--- src/rtl/sfb_pkg.sv ---
package sfb_pkg;

	localparam int NUM_SLOTS_DEF = 8;
	localparam int MAX_REGS_DEF  = 15;

	// configuration register space is fixed at eight slots
	localparam int SLOT_W    = 3;
	localparam int SCAN_W    = 4;
	localparam int CNT_W     = 4;
	localparam int CFG_IDX_W = 2;
	localparam int CFG_W     = 64;

	localparam logic [7:0]  HDR0      = 8'hA5;
	localparam logic [7:0]  HDR1      = 8'h5A;
	localparam int          LEN_LIMIT = 255;
	localparam int          HDR_LEN   = 6;
	localparam logic [15:0] CRC_INIT  = 16'hFFFF;
	localparam logic [15:0] CRC_POLY  = 16'hA001;

	typedef enum logic [CFG_IDX_W-1:0] {
		CFG_ENABLE = 2'd0,
		CFG_IDS    = 2'd1,
		CFG_COUNTS = 2'd2
	} cfg_idx_t;

	localparam logic OP_START = 1'b0;
	localparam logic OP_VALUE = 1'b1;

	typedef struct packed {
		logic [7:0]  enable;
		logic [63:0] ids;
		logic [31:0] counts;
	} cfg_t;

	typedef struct packed {
		logic       valid;
		logic [7:0] data;
		logic       last;
		logic       error;
	} emit_t;

	typedef enum logic [3:0] {
		ST_IDLE,
		ST_LEN,
		ST_ERR,
		ST_HDR0,
		ST_HDR1,
		ST_LENB,
		ST_MASK,
		ST_ADV,
		ST_ID,
		ST_CNT,
		ST_VLO,
		ST_CRCLO,
		ST_CRCHI
	} state_t;

	function automatic logic slot_on(cfg_t cfg, logic [SLOT_W-1:0] s);
		return cfg.enable[s];
	endfunction

	function automatic logic [7:0] slot_id(cfg_t cfg, logic [SLOT_W-1:0] s);
		return cfg.ids[8*s +: 8];
	endfunction

	function automatic logic [CNT_W-1:0] slot_cnt_raw(cfg_t cfg, logic [SLOT_W-1:0] s);
		return cfg.counts[4*s +: 4];
	endfunction

endpackage

--- src/rtl/sfb_crc16.sv ---
module sfb_crc16 (
	input  logic [15:0] crc_in,
	input  logic [7:0]  data,
	output logic [15:0] crc_out
);
	import sfb_pkg::*;

	// one byte through the reflected polynomial, bit by bit
	always_comb begin
		logic [15:0] c;
		c = crc_in ^ {8'h00, data};
		for (int k = 0; k < 8; k++) begin
			if (c[0]) begin
				c = (c >> 1) ^ CRC_POLY;
			end else begin
				c = c >> 1;
			end
		end
		crc_out = c;
	end

endmodule

--- src/rtl/sfb_seq.sv ---
module sfb_seq #(
	parameter int NUM_SLOTS         = sfb_pkg::NUM_SLOTS_DEF,
	parameter int MAX_REGS_PER_SLOT = sfb_pkg::MAX_REGS_DEF
) (
	input  logic          clk,
	input  logic          arst_n,
	input  sfb_pkg::cfg_t cfg,
	input  logic          in_valid,
	output logic          in_ready,
	input  logic          op,
	input  logic [3:0]    input_mask,
	input  logic [15:0]   reg_value,
	input  logic          read_ok,
	input  logic          out_free,
	output sfb_pkg::emit_t emit
);
	import sfb_pkg::*;

	localparam int LenMax  = HDR_LEN + NUM_SLOTS * (2 + 2 * MAX_REGS_PER_SLOT);
	localparam int LenBits = $clog2(LenMax + 1);
	localparam int LenW    = (LenBits > 9) ? LenBits : 9;

	state_t              state_q, state_d;
	logic [SCAN_W-1:0]   scan_q, scan_d;
	logic [SLOT_W-1:0]   slot_q, slot_d;
	logic [CNT_W-1:0]    vidx_q, vidx_d;
	logic                open_q, open_d;
	logic [LenW-1:0]     len_q, len_d;
	logic [3:0]          mask_q, mask_d;
	logic [7:0]          vlo_q, vlo_d;
	logic [15:0]         crc_q, crc_d, crc_next;
	logic                crc_upd;

	logic [SLOT_W-1:0]   scan_slot;
	logic [CNT_W-1:0]    scan_cnt, slot_cnt, vidx_inc;
	logic                scan_done;

	function automatic logic [CNT_W-1:0] sat(logic [CNT_W-1:0] c);
		return (c > CNT_W'(MAX_REGS_PER_SLOT)) ? CNT_W'(MAX_REGS_PER_SLOT) : c;
	endfunction

	assign scan_slot = scan_q[SLOT_W-1:0];
	assign scan_cnt  = sat(slot_cnt_raw(cfg, scan_slot));
	assign slot_cnt  = sat(slot_cnt_raw(cfg, slot_q));
	assign scan_done = (scan_q >= SCAN_W'(NUM_SLOTS));
	assign vidx_inc  = vidx_q + CNT_W'(1);

	sfb_crc16 u_crc (
		.crc_in (crc_q),
		.data   (emit.data),
		.crc_out(crc_next)
	);

	always_ff @(posedge clk or negedge arst_n) begin
		if (!arst_n) begin
			state_q <= ST_IDLE;
			scan_q  <= '0;
			slot_q  <= '0;
			vidx_q  <= '0;
			open_q  <= 1'b0;
			crc_q   <= CRC_INIT;
		end else begin
			state_q <= state_d;
			scan_q  <= scan_d;
			slot_q  <= slot_d;
			vidx_q  <= vidx_d;
			open_q  <= open_d;
			crc_q   <= crc_d;
		end
	end

	always_ff @(posedge clk) begin
		len_q  <= len_d;
		mask_q <= mask_d;
		vlo_q  <= vlo_d;
	end

	always_comb begin
		state_d  = state_q;
		scan_d   = scan_q;
		slot_d   = slot_q;
		vidx_d   = vidx_q;
		open_d   = open_q;
		len_d    = len_q;
		mask_d   = mask_q;
		vlo_d    = vlo_q;
		emit     = '0;
		crc_upd  = 1'b0;
		in_ready = (state_q == ST_IDLE) && out_free;

		case (state_q)
			ST_IDLE: begin
				if (in_valid && in_ready) begin
					if (op == OP_START) begin
						scan_d  = '0;
						slot_d  = '0;
						vidx_d  = '0;
						open_d  = 1'b0;
						len_d   = LenW'(HDR_LEN);
						mask_d  = input_mask;
						state_d = ST_LEN;
					end else if (open_q) begin
						// high byte goes out with the request
						emit.valid = 1'b1;
						emit.data  = read_ok ? reg_value[15:8] : 8'h00;
						crc_upd    = 1'b1;
						vlo_d      = read_ok ? reg_value[7:0] : 8'h00;
						state_d    = ST_VLO;
					end
				end
			end
			ST_LEN: begin
				if (scan_done) begin
					state_d = (len_q > LenW'(LEN_LIMIT)) ? ST_ERR : ST_HDR0;
				end else begin
					if (slot_on(cfg, scan_slot)) begin
						len_d = len_q + LenW'(2) + LenW'({scan_cnt, 1'b0});
					end
					scan_d = scan_q + SCAN_W'(1);
				end
			end
			ST_ERR: begin
				if (out_free) begin
					emit.valid = 1'b1;
					emit.last  = 1'b1;
					emit.error = 1'b1;
					state_d    = ST_IDLE;
				end
			end
			ST_HDR0: begin
				if (out_free) begin
					emit.valid = 1'b1;
					emit.data  = HDR0;
					crc_upd    = 1'b1;
					state_d    = ST_HDR1;
				end
			end
			ST_HDR1: begin
				if (out_free) begin
					emit.valid = 1'b1;
					emit.data  = HDR1;
					crc_upd    = 1'b1;
					state_d    = ST_LENB;
				end
			end
			ST_LENB: begin
				if (out_free) begin
					emit.valid = 1'b1;
					emit.data  = len_q[7:0];
					crc_upd    = 1'b1;
					state_d    = ST_MASK;
				end
			end
			ST_MASK: begin
				if (out_free) begin
					emit.valid = 1'b1;
					emit.data  = {4'h0, mask_q};
					crc_upd    = 1'b1;
					open_d     = 1'b1;
					scan_d     = '0;
					state_d    = ST_ADV;
				end
			end
			ST_ADV: begin
				if (scan_done) begin
					state_d = ST_CRCLO;
				end else if (!slot_on(cfg, scan_slot)) begin
					scan_d = scan_q + SCAN_W'(1);
				end else begin
					state_d = ST_ID;
				end
			end
			ST_ID: begin
				if (out_free) begin
					emit.valid = 1'b1;
					emit.data  = slot_id(cfg, scan_slot);
					crc_upd    = 1'b1;
					state_d    = ST_CNT;
				end
			end
			ST_CNT: begin
				if (out_free) begin
					emit.valid = 1'b1;
					emit.data  = {4'h0, scan_cnt};
					crc_upd    = 1'b1;
					if (scan_cnt != '0) begin
						slot_d  = scan_slot;
						vidx_d  = '0;
						state_d = ST_IDLE;
					end else begin
						scan_d  = scan_q + SCAN_W'(1);
						state_d = ST_ADV;
					end
				end
			end
			ST_VLO: begin
				if (out_free) begin
					emit.valid = 1'b1;
					emit.data  = vlo_q;
					crc_upd    = 1'b1;
					vidx_d     = vidx_inc;
					if (vidx_inc == '0 || vidx_inc >= slot_cnt) begin
						scan_d  = SCAN_W'(slot_q) + SCAN_W'(1);
						state_d = ST_ADV;
					end else begin
						state_d = ST_IDLE;
					end
				end
			end
			ST_CRCLO: begin
				if (out_free) begin
					emit.valid = 1'b1;
					emit.data  = crc_q[7:0];
					state_d    = ST_CRCHI;
				end
			end
			ST_CRCHI: begin
				if (out_free) begin
					emit.valid = 1'b1;
					emit.data  = crc_q[15:8];
					emit.last  = 1'b1;
					open_d     = 1'b0;
					slot_d     = '0;
					vidx_d     = '0;
					state_d    = ST_IDLE;
				end
			end
			default: begin
				state_d = ST_IDLE;
			end
		endcase
	end

	// restart the CRC on a start request, otherwise fold in each issued byte
	always_comb begin
		if (state_q == ST_IDLE && in_valid && in_ready && op == OP_START) begin
			crc_d = CRC_INIT;
		end else if (crc_upd) begin
			crc_d = crc_next;
		end else begin
			crc_d = crc_q;
		end
	end

endmodule

--- src/rtl/sensor_frame_builder_crc16.sv ---
// Telemetry frame builder with Modbus CRC-16 trailer.
// Input stream (s_*): tuser[0] selects the request kind, start frame or one
// register value. A start request carries the 4-bit digital input mask, a
// value request carries a 16-bit register value and its read status.
// Output stream (m_*): frame bytes in transmit order; tlast marks the
// second CRC byte and the error result, tuser marks the single error result
// that is given when the frame length would exceed 255 bytes.
// Configuration (cfg_*): enable mask, slave ids and register counts, written
// while the block is idle; a write takes effect at the next edge.
// Sequence: a start request is taken, the sequencer sums the enabled slots
// to check the frame length, then issues the four header bytes. Each slot
// walked is then examined, and an enabled slot issues its id and count
// bytes; the end of the slots is found before the two CRC bytes. A value
// request issues two bytes, high byte first, plus that slot walk and trailer
// when a slot completes. The rate is set by the single byte sequencer, which
// issues at most one byte a cycle, while the output register is free, through
// the shared CRC byte unit. Bytes appear on m_* in the cycle after issue.
// Reset clears the configuration and closes any open frame.
// A stalled receiver holds the output register; the sequencer then waits
// and s_tready stays low until the output register can take a byte.
module sensor_frame_builder_crc16 #(
	parameter int NUM_SLOTS         = sfb_pkg::NUM_SLOTS_DEF,
	parameter int MAX_REGS_PER_SLOT = sfb_pkg::MAX_REGS_DEF
) (
	input  logic                            clk,
	input  logic                            arst_n,
	input  logic                            s_tvalid,
	output logic                            s_tready,
	input  logic [23:0]                     s_tdata,   // input_mask[3:0], reg_value[19:4], read_ok[20]
	input  logic [0:0]                      s_tuser,   // op[0]
	output logic                            m_tvalid,
	input  logic                            m_tready,
	output logic [7:0]                      m_tdata,   // out_byte[7:0]
	output logic                            m_tlast,
	output logic [0:0]                      m_tuser,   // error[0]
	input  logic                            cfg_we,
	input  logic [sfb_pkg::CFG_IDX_W-1:0]   cfg_index,
	input  logic [sfb_pkg::CFG_W-1:0]       cfg_wdata
);
	import sfb_pkg::*;

	cfg_t  cfg_q;
	emit_t emit;
	logic  out_free;
	logic  m_tvalid_q;
	logic  [7:0] m_tdata_q;
	logic  m_tlast_q;
	logic  m_tuser_q;

	// configuration registers; unknown index is dropped
	always_ff @(posedge clk or negedge arst_n) begin
		if (!arst_n) begin
			cfg_q <= '0;
		end else if (cfg_we) begin
			case (cfg_index)
				CFG_ENABLE: cfg_q.enable <= cfg_wdata[7:0];
				CFG_IDS:    cfg_q.ids    <= cfg_wdata;
				CFG_COUNTS: cfg_q.counts <= cfg_wdata[31:0];
				default:    cfg_q        <= cfg_q;
			endcase
		end
	end

	// output register is free when empty or being drained
	assign out_free = !m_tvalid_q || m_tready;

	sfb_seq #(
		.NUM_SLOTS        (NUM_SLOTS),
		.MAX_REGS_PER_SLOT(MAX_REGS_PER_SLOT)
	) u_seq (
		.clk       (clk),
		.arst_n    (arst_n),
		.cfg       (cfg_q),
		.in_valid  (s_tvalid),
		.in_ready  (s_tready),
		.op        (s_tuser[0]),
		.input_mask(s_tdata[3:0]),
		.reg_value (s_tdata[19:4]),
		.read_ok   (s_tdata[20]),
		.out_free  (out_free),
		.emit      (emit)
	);

	// hold the byte until taken, load the next one as it leaves
	always_ff @(posedge clk or negedge arst_n) begin
		if (!arst_n) begin
			m_tvalid_q <= 1'b0;
		end else if (emit.valid) begin
			m_tvalid_q <= 1'b1;
		end else if (m_tready) begin
			m_tvalid_q <= 1'b0;
		end
	end

	always_ff @(posedge clk) begin
		if (emit.valid) begin
			m_tdata_q <= emit.data;
			m_tlast_q <= emit.last;
			m_tuser_q <= emit.error;
		end
	end

	assign m_tvalid   = m_tvalid_q;
	assign m_tdata    = m_tdata_q;
	assign m_tlast    = m_tlast_q;
	assign m_tuser[0] = m_tuser_q;

	// an error result is always a lone zero byte that ends its run
	a_err_last: assert property (@(posedge clk) disable iff (!arst_n)
		m_tvalid && m_tuser[0] |-> m_tlast && m_tdata == 8'h00)
		else $error("error result without last or with data");

	// ready drops after a start request, since the sequencer enters the length scan
	a_start_busy: assert property (@(posedge clk) disable iff (!arst_n)
		s_tvalid && s_tready && s_tuser[0] == OP_START |=> !s_tready)
		else $error("ready right after a start request");

	// no request is taken while the output register is blocked
	a_ready_free: assert property (@(posedge clk) disable iff (!arst_n)
		s_tready |-> !m_tvalid || m_tready)
		else $error("ready while the output register is stalled");

endmodule

--- config.mk ---
export PLATFORM = sky130hd
export DESIGN_NAME = sensor_frame_builder_crc16
export DESIGN_NICKNAME = d
export VERILOG_FILES = /design/src/rtl/sfb_pkg.sv /design/src/rtl/sfb_crc16.sv /design/src/rtl/sfb_seq.sv /design/src/rtl/sensor_frame_builder_crc16.sv
export SDC_FILE = /design/constraint.sdc
export NUM_CORES = 1
export LEC_CHECK = 0
export ABC_AREA = 1
export BUFFER_PORTS_ARGS = -buffer_cell sky130_fd_sc_hd__buf_2
export CAP_MARGIN = 30
export CORE_ASPECT_RATIO = 1.5
export CORE_MARGIN = 5
export CORE_UTILIZATION = 45
export CTS_CLUSTER_DIAMETER = 100
export DETAILED_ROUTE_END_ITERATION = 8
export PLACE_DENSITY_LB_ADDON = 0.25
export SETUP_SLACK_MARGIN = 0.02
export SLEW_MARGIN = 30
export SYNTH_ARGS = -nofsm -noshare
export SYNTH_HDL_FRONTEND = slang
export SYNTH_HIERARCHICAL = 1
export SYNTH_SLANG_ARGS = --single-unit
export TNS_END_PERCENT = 20
--- constraint.sdc ---
create_clock -name clk -period 5.11 [get_ports clk]
set_clock_uncertainty 0.2 [all_clocks]
set_input_delay 1.2775 -clock clk [delete_from_list [all_inputs] [get_ports clk]]
set_output_delay 1.2775 -clock clk [all_outputs]
set_load 0.01 [all_outputs]
==> results.ini, run 1 <==
[critical_path]
cp_top_family=simple AND/OR/NAND/NOR gates
crit_fanout=11
crit_path_top_delay_cell=nor2_2
crit_type=in2reg
worstPathBufferInverterCount=3
max_stage_delay_ps=340
end_kind=flip-flop
cp.arrival_ps=4140
crit_chain=buf_2 -> inv_1 -> nand2_1 -> inv_1 -> nor3_2 -> nand3_1 -> nor2_2 -> nand2_1 -> o2111ai_1 -> nand2_2 -> nand2_4 -> nand2_4 -> nand2_4 -> nand2_4 -> nand3_1 -> nand3_1 -> nand3_1 -> nand2_2 -> nand2_1 -> nand2_1 -> o21ai_0 -> o21ai_1
ff2ff_path_depth=16
rrSetupSlack_ps=1370
required_ps=5260
path_depth=22
critPathLaunch=m_tready
r2r-start=u_seq/scan_q[0]
start_kind=input port

[grt]
grt_max_degree=82
grt_pass1_vias=8563
grt_pass1_wl_mm=44.40
grt-ovfl-total=0
track_usage_pct=22.83
antenna_found_initial=0

[power_and_ir_drop]
peakVddDrop_uv=309.9
p_per_area_mw_per_mm2=551.6
p_leak_nw=5.481

[place]
io_buffers=104
gp_congestion=0.9069
dp_cells=1575
dpl_cell_area_mm2=0.01028
hpwlAfterDp_mm=19.83

[yosys]
yosys.area.top_type=dfrtp_1
yosys-top-cells-count=nand2_1 (397), dfrtp_1 (121), inv_1 (102)
yosys-top-cells-area=dfrtp_1 (31%), nand2_1 (15%), edfxtp_1 (9.2%)
synth_top_flop_cell=dfrtp_1
synth_nets=1376
synth_warnings=6
synthArstFlopShare_pct=82.04
yosysSeqAreaShare_pct=44.56
synth-edff-count=30
synth-seq-cells=167
synth_area_mm2=0.009759
synthCells=1264
yosysMostFrequentCell=nand2_1
yosysUniqueCellTypes=44
yosys.area.top_type_share_pct=31.03
avgSynthCellArea_um2=7.721

[sta]
max_freq_ghz=0.2509
fin_tns_setup_ps=0
final-hold-violation-count=0
slew_violations=0
rsz0062_at_grt=no
layout_min_cycle_time_ps=3986
whs_ps=269.9
setup_viol=0
worst_pin_slew_ps=849.3
finalCritPeriodShare_pct=78.01
slew_headroom_pct=43.31

[min_path]
holdPathStages=2
hold_class=reg2reg
holdCritStartpoint=cfg_q[76]

[routing]
drc=0
routed_wl_mm=27.92
ant_nets=0
first_pass_iters=6
drt_iter0_drc=902
vias=8898
routedWlPerCell_um=17.37
viasPerCell=5.537

[finish]
instances_no_fill=1607
drive_gt1_share_pct=16.40
fin_area_mm2=0.01090
fillers=2157
post-route-util_pct=50.55
diodes=0
nets=1434
area_growth_pct=11.64

[floorplanning]
io_pins=108
rows=66
core_area_mm2=0.02155
initial_core_util_pct=45.28
die_y_um=190.4
die_area_mm2=0.02479
dieWidth_um=130.2

[clock_network]
h-tree-depth=4
root_buffer=clkbuf_16
cts_resized=0
cts_buffers=17
cts_setup_buffers=0
clkSinkCount=167
cts.clk_slew.worst_paths_ps=80
cts_tree=done
hold_buffers=0
insertion_delay_ps=440
cts_max_path_buffers=2

[status]
status=completed

[job]
maxCapViolCount=0

-- worst paths after layout --
check | to
setup / recovery | u_seq/crc_q[0]
hold / removal | cfg_q[76]
setup reg to reg | u_seq/len_q[8]
hold reg to reg | cfg_q[76]
max in group asynchronous | u_seq/crc_q[5]
min in group asynchronous | cfg_q[100]
-- registers in the layout, indices dropped and copies added, names as in the netlist --
| signal | flops |
|---|---|
| cfg_q | 104 |
| m_tdata | 8 |
| m_tlast | 1 |
| m_tuser | 1 |
| m_tvalid | 1 |
| u_seq/crc_q | 16 |
| u_seq/len_q | 8 |
| u_seq/mask_q | 4 |
| u_seq/open_q | 1 |
| u_seq/scan_q | 4 |
| u_seq/slot_q | 3 |
| u_seq/state_q | 4 |
| u_seq/vidx_q | 4 |
| u_seq/vlo_q | 8 |
-- per-stage QoR --
step	worst slack (ps)	power [mW]
6_report	1124	6.010
4_1_cts	1132	6.026
2_1_floorplan	1245	4.038
5_1_grt	762.7	6.478
3_5_place_dp	680.7	4.702
3_3_place_gp	770.3	4.649
-- per-layer routing --
layer / global-route usage, % / part of all wire (%) / wire length (um)
met4: 9.200 / 3.8 / 1051
met2: 38.54 / 50 / 14050
met1: 29.15 / 40 / 11220
met3: 3.335 / 5.7 / 1592
met5: 0 / 0 / 0
-- power by group --
part           internal (mW)  switching [mW]
Sequential              1.77           0.191
Clock                  0.663           0.645
Combinational          0.914            1.83
Total                   3.35            2.66
-- layout make-up --
type                       instances  area, um2  area share, %
tap                              272      340.3          3.124
inverter                         111      416.7          3.824
multi-input combinational        906       4536          41.63
clock buffer                      17      425.4          3.904
timing repair buffer             119      641.9          5.891
sequential                       167       4349          39.92
clock inverter                    15      186.4          1.711
-- placed cells by master, fill, tap and decap left out, types with 5 or more instances in the layout --
cell       count
nand2_1      397
dfrtp_1      121
inv_1        102
buf_2        102
nand4_1       99
o21ai_0       91
nor2_1        84
nand3_1       65
edfxtp_1      30
a21oi_1       27
clkbuf_16     17
o211ai_1      17
buf_4         16
dfstp_2       16
ha_1          15
nand2_2       13
o22ai_1       12
o21ai_1       12
nand3_2       10
xor2_1        10
nor2_2         7
clkinv_8       7
inv_2          6
nand2_4        6
xnor2_1        6
a211oi_1       5
o221ai_1       5
-- worst register-to-register path: cells and delay by family (launching register included) --
kind	cells	cell delay, ps
and+or+nand+nor	6	680
buffers and inverters	3	840
DFF	1	390
adders and majority gates	3	820
AOI/OAI and AO/OA	4	570
-- cell families after synthesis --
family	count (synthesis)	synth area share [%]
buf+inv	191	8.962
compound gates	178	10.32
fa+ha+maj	16	2.128
xor+xnor	18	1.769
simple gates	694	32.26
flops	167	44.56
Power figures use the tool's default switching activity.
==> run 2: changes to the inputs <==
==> constraint.sdc (replaced) <==
create_clock -name clk -period 3.65 [get_ports clk]
set_clock_uncertainty 0.2 [all_clocks]
set_input_delay 0.9125 -clock clk [delete_from_list [all_inputs] [get_ports clk]]
set_output_delay 0.9125 -clock clk [all_outputs]
set_load 0.01 [all_outputs]
==> results.ini, run 2 (same netlist as run 1, synthesis figures left out) <==
[status]
status=completed  ; unchanged

[place]
dpl_cell_area_mm2=0.01052  ; was 0.01028 mm2
hpwlAfterDp_mm=20.37  ; was 19.83 mm
gp_congestion=0.9515  ; was 0.9069
io_buffers=104  ; unchanged

[critical_path]
max_stage_delay_ps=430  ; was 340 ps
ff2ff_path_depth=15  ; was 16
end_kind=flip-flop  ; unchanged
crit_path_top_delay_cell=dfrtp_1  ; was nor2_2
r2r-start=u_seq/scan_q[0]  ; unchanged
crit_type=reg2reg  ; was in2reg
crit_chain=inv_2 -> nand2_1 -> nand3_1 -> nand3_1 -> nand2_1 -> inv_1 -> ha_1 -> ha_1 -> fa_1 -> a21oi_1 -> nor2_1 -> o21ai_0 -> nor2_1 -> o21ai_0 -> a21oi_1  ; was buf_2 -> inv_1 -> nand2_1 -> inv_1 -> nor3_2 -> nand3_1 -> nor2_2 -> nand2_1 -> o2111ai_1 -> nand2_2 -> nand2_4 -> nand2_4 -> nand2_4 -> nand2_4 -> nand3_1 -> nand3_1 -> nand3_1 -> nand2_2 -> nand2_1 -> nand2_1 -> o21ai_0 -> o21ai_1
critPathLaunch=u_seq/scan_q[0]  ; was m_tready
rrSetupSlack_ps=200  ; was 1370 ps
cp.arrival_ps=3430  ; was 4140 ps
crit_fanout=15  ; was 11
start_kind=flip-flop  ; was input port
cp_top_family=adder cells  ; was simple AND/OR/NAND/NOR gates
worstReg2RegEnd=u_seq/len_q[8]  ; unchanged
required_ps=3630  ; was 5260 ps
worstPathBufferInverterCount=2  ; was 3

[floorplanning]
io_pins=108  ; unchanged
die_y_um=190.4  ; unchanged
dieWidth_um=130.2  ; unchanged
initial_core_util_pct=45.28  ; unchanged
core_area_mm2=0.02155  ; unchanged
rows=66  ; unchanged
die_area_mm2=0.02479  ; unchanged

[sta]
finalCritPeriodShare_pct=94.48
layout_min_cycle_time_ps=3449
max_freq_ghz=0.2900
rsz0062_at_grt=yes  ; was no
whs_ps=231.0  ; was 269.9 ps
setup_viol=0  ; unchanged
slew_violations=0  ; unchanged
final-hold-violation-count=0  ; unchanged
worst_pin_slew_ps=707.8  ; was 849.3 ps
slew_headroom_pct=52.81  ; was 43.31%

[clock_network]
cts_tree=done  ; unchanged
h-tree-depth=4  ; unchanged
cts_setup_buffers=0  ; unchanged
insertion_delay_ps=430  ; was 440 ps
cts_buffers=17  ; unchanged
clkSinkCount=167  ; unchanged
cts_max_path_buffers=2  ; unchanged
cts.clk_slew.worst_paths_ps=70  ; was 80 ps
hold_buffers=0  ; unchanged
cts_resized=0  ; unchanged
root_buffer=clkbuf_16  ; unchanged

[routing]
wl_met3_mm=1.140  ; was 1.592 mm
top_layer=met4  ; unchanged
first_pass_iters=5  ; was 6
drc=0  ; unchanged
wl_met2_mm=14.08  ; was 14.05 mm
m1WireLength_mm=11.56  ; was 11.22 mm
routedWlPerCell_um=17.03  ; was 17.37 um
ant_nets=0  ; unchanged
drt_iter0_drc=684  ; was 902
vias=8870  ; was 8898
routed_wl_mm=27.76  ; was 27.92 mm
viasPerCell=5.442  ; was 5.537

[grt]
grt-ovfl-total=0  ; unchanged
grt_pass1_vias=8616  ; was 8563
grt_max_degree=73  ; was 82
grt_pass1_wl_mm=44.56  ; was 44.40 mm
antenna_found_initial=0  ; unchanged
track_usage_pct=22.88  ; was 22.83%

[finish]
top_register=cfg_q  ; unchanged
layout_common_cells=nand2_1 (396), dfrtp_1 (121), inv_1 (102), buf_2 (102), nand4_1 (99)  ; was nand2_1 (397), dfrtp_1 (121), inv_1 (102), buf_2 (102), nand4_1 (99)
reg_top3=cfg_q (104), u_seq/crc_q (16)  ; unchanged
seq_area_mm2=0.004349  ; unchanged
final_common_cell=nand2_1  ; unchanged
drive_gt1_share_pct=17.67  ; was 16.40%
area_growth_pct=13.86  ; was 11.64%
fillers=2137  ; was 2157
multi_input_area_mm2=0.004546  ; was 0.004536 mm2
diodes=0  ; unchanged
fin_area_mm2=0.01111  ; was 0.01090 mm2
largest_reg_flops=104  ; unchanged
nets=1457  ; was 1434

[power_and_ir_drop]
p_leak_nw=5.610  ; was 5.481 nW
seqPwrFrac_pct=32.0  ; was 32.6%
p_per_area_mw_per_mm2=773.7  ; was 551.6 mW/mm2
swShare_pct=42.25  ; was 44.33%
total_power_mw=8.598  ; was 6.010 mW
p_comb_share_pct=47.0  ; was 45.6%
switchingPower_mw=3.633  ; was 2.664 mW
clkPwrFrac_pct=21.0  ; was 21.8%
internal-power_mw=4.965  ; was 3.346 mW
peakVddDrop_uv=397.2  ; was 309.9 uV

[min_path]
hold_class=in2async  ; was reg2reg

[job]
maxCapViolCount=0  ; unchanged

[run 2: power groups by stage]
stage | clock (mW) | combinational [mW] | sequential [mW]
2_1_floorplan | 0 | 2.92 | 2.73
3_3_place_gp | 0 | 3.93 | 2.77
3_5_place_dp | 0 | 4.00 | 2.78
4_1_cts | 1.84 | 4.02 | 2.75
5_1_grt | 1.91 | 4.51 | 2.80
6_report | 1.81 | 4.04 | 2.75
[run 2: how the worst max path moves through the flow]
stage / end / slack, ps / cells past startpoint
floorplan: u_seq/crc_q[0] / 150 / 24
global placement: u_seq/crc_q[0] / -40 / 22
detailed placement: u_seq/crc_q[0] / -140 / 20
CTS: u_seq/crc_q[0] / 150 / 20
global route: u_seq/crc_q[0] / 6 / 20
finish: u_seq/len_q[8] / 200 / 15
[run 2: final cells by class]
type                       instances  area share [%]
multi-input combinational        906           40.91
sequential                       167           39.14
timing repair buffer             142           7.893
clock buffer                      21           4.144
inverter                         111           3.750
tap                              272           3.063
clock inverter                    11           1.103
[run 2: worst register-to-register path, cell delays in order (launching register included)]
cell and delay (ps):
dfrtp_1 430, inv_2 310, nand2_1 90, nand3_1 100
nand3_1 100, nand2_1 120, inv_1 80, ha_1 280
ha_1 240, fa_1 430, a21oi_1 140, nor2_1 70
o21ai_0 230, nor2_1 120, o21ai_0 190, a21oi_1 60
[run 2: metrics by stage]
stage / setup TNS, ps / instances / utilization [%] / setup WS (ps)
after global routing: 0 / 1630 / 51.56 / 5.656
after global placement: -63.42 / 1598 / 48.80 / -44.33
after detailed placement: -491.7 / 1598 / 48.80 / -142.1
final: 0 / 1630 / 51.56 / 201.4
after floorplan: 0 / 1264 / - / 150.2
after CTS: 0 / 1630 / 51.51 / 149.0
[run 2: metal layers]
layer | track usage [%] | vias to the layer above
met4 | 9.760 | 0
met1 | 28.59 | 4203
met2 | 39.03 | 249
met5 | 0 | -
met3 | 3.363 | 54
li1 | - | 4364
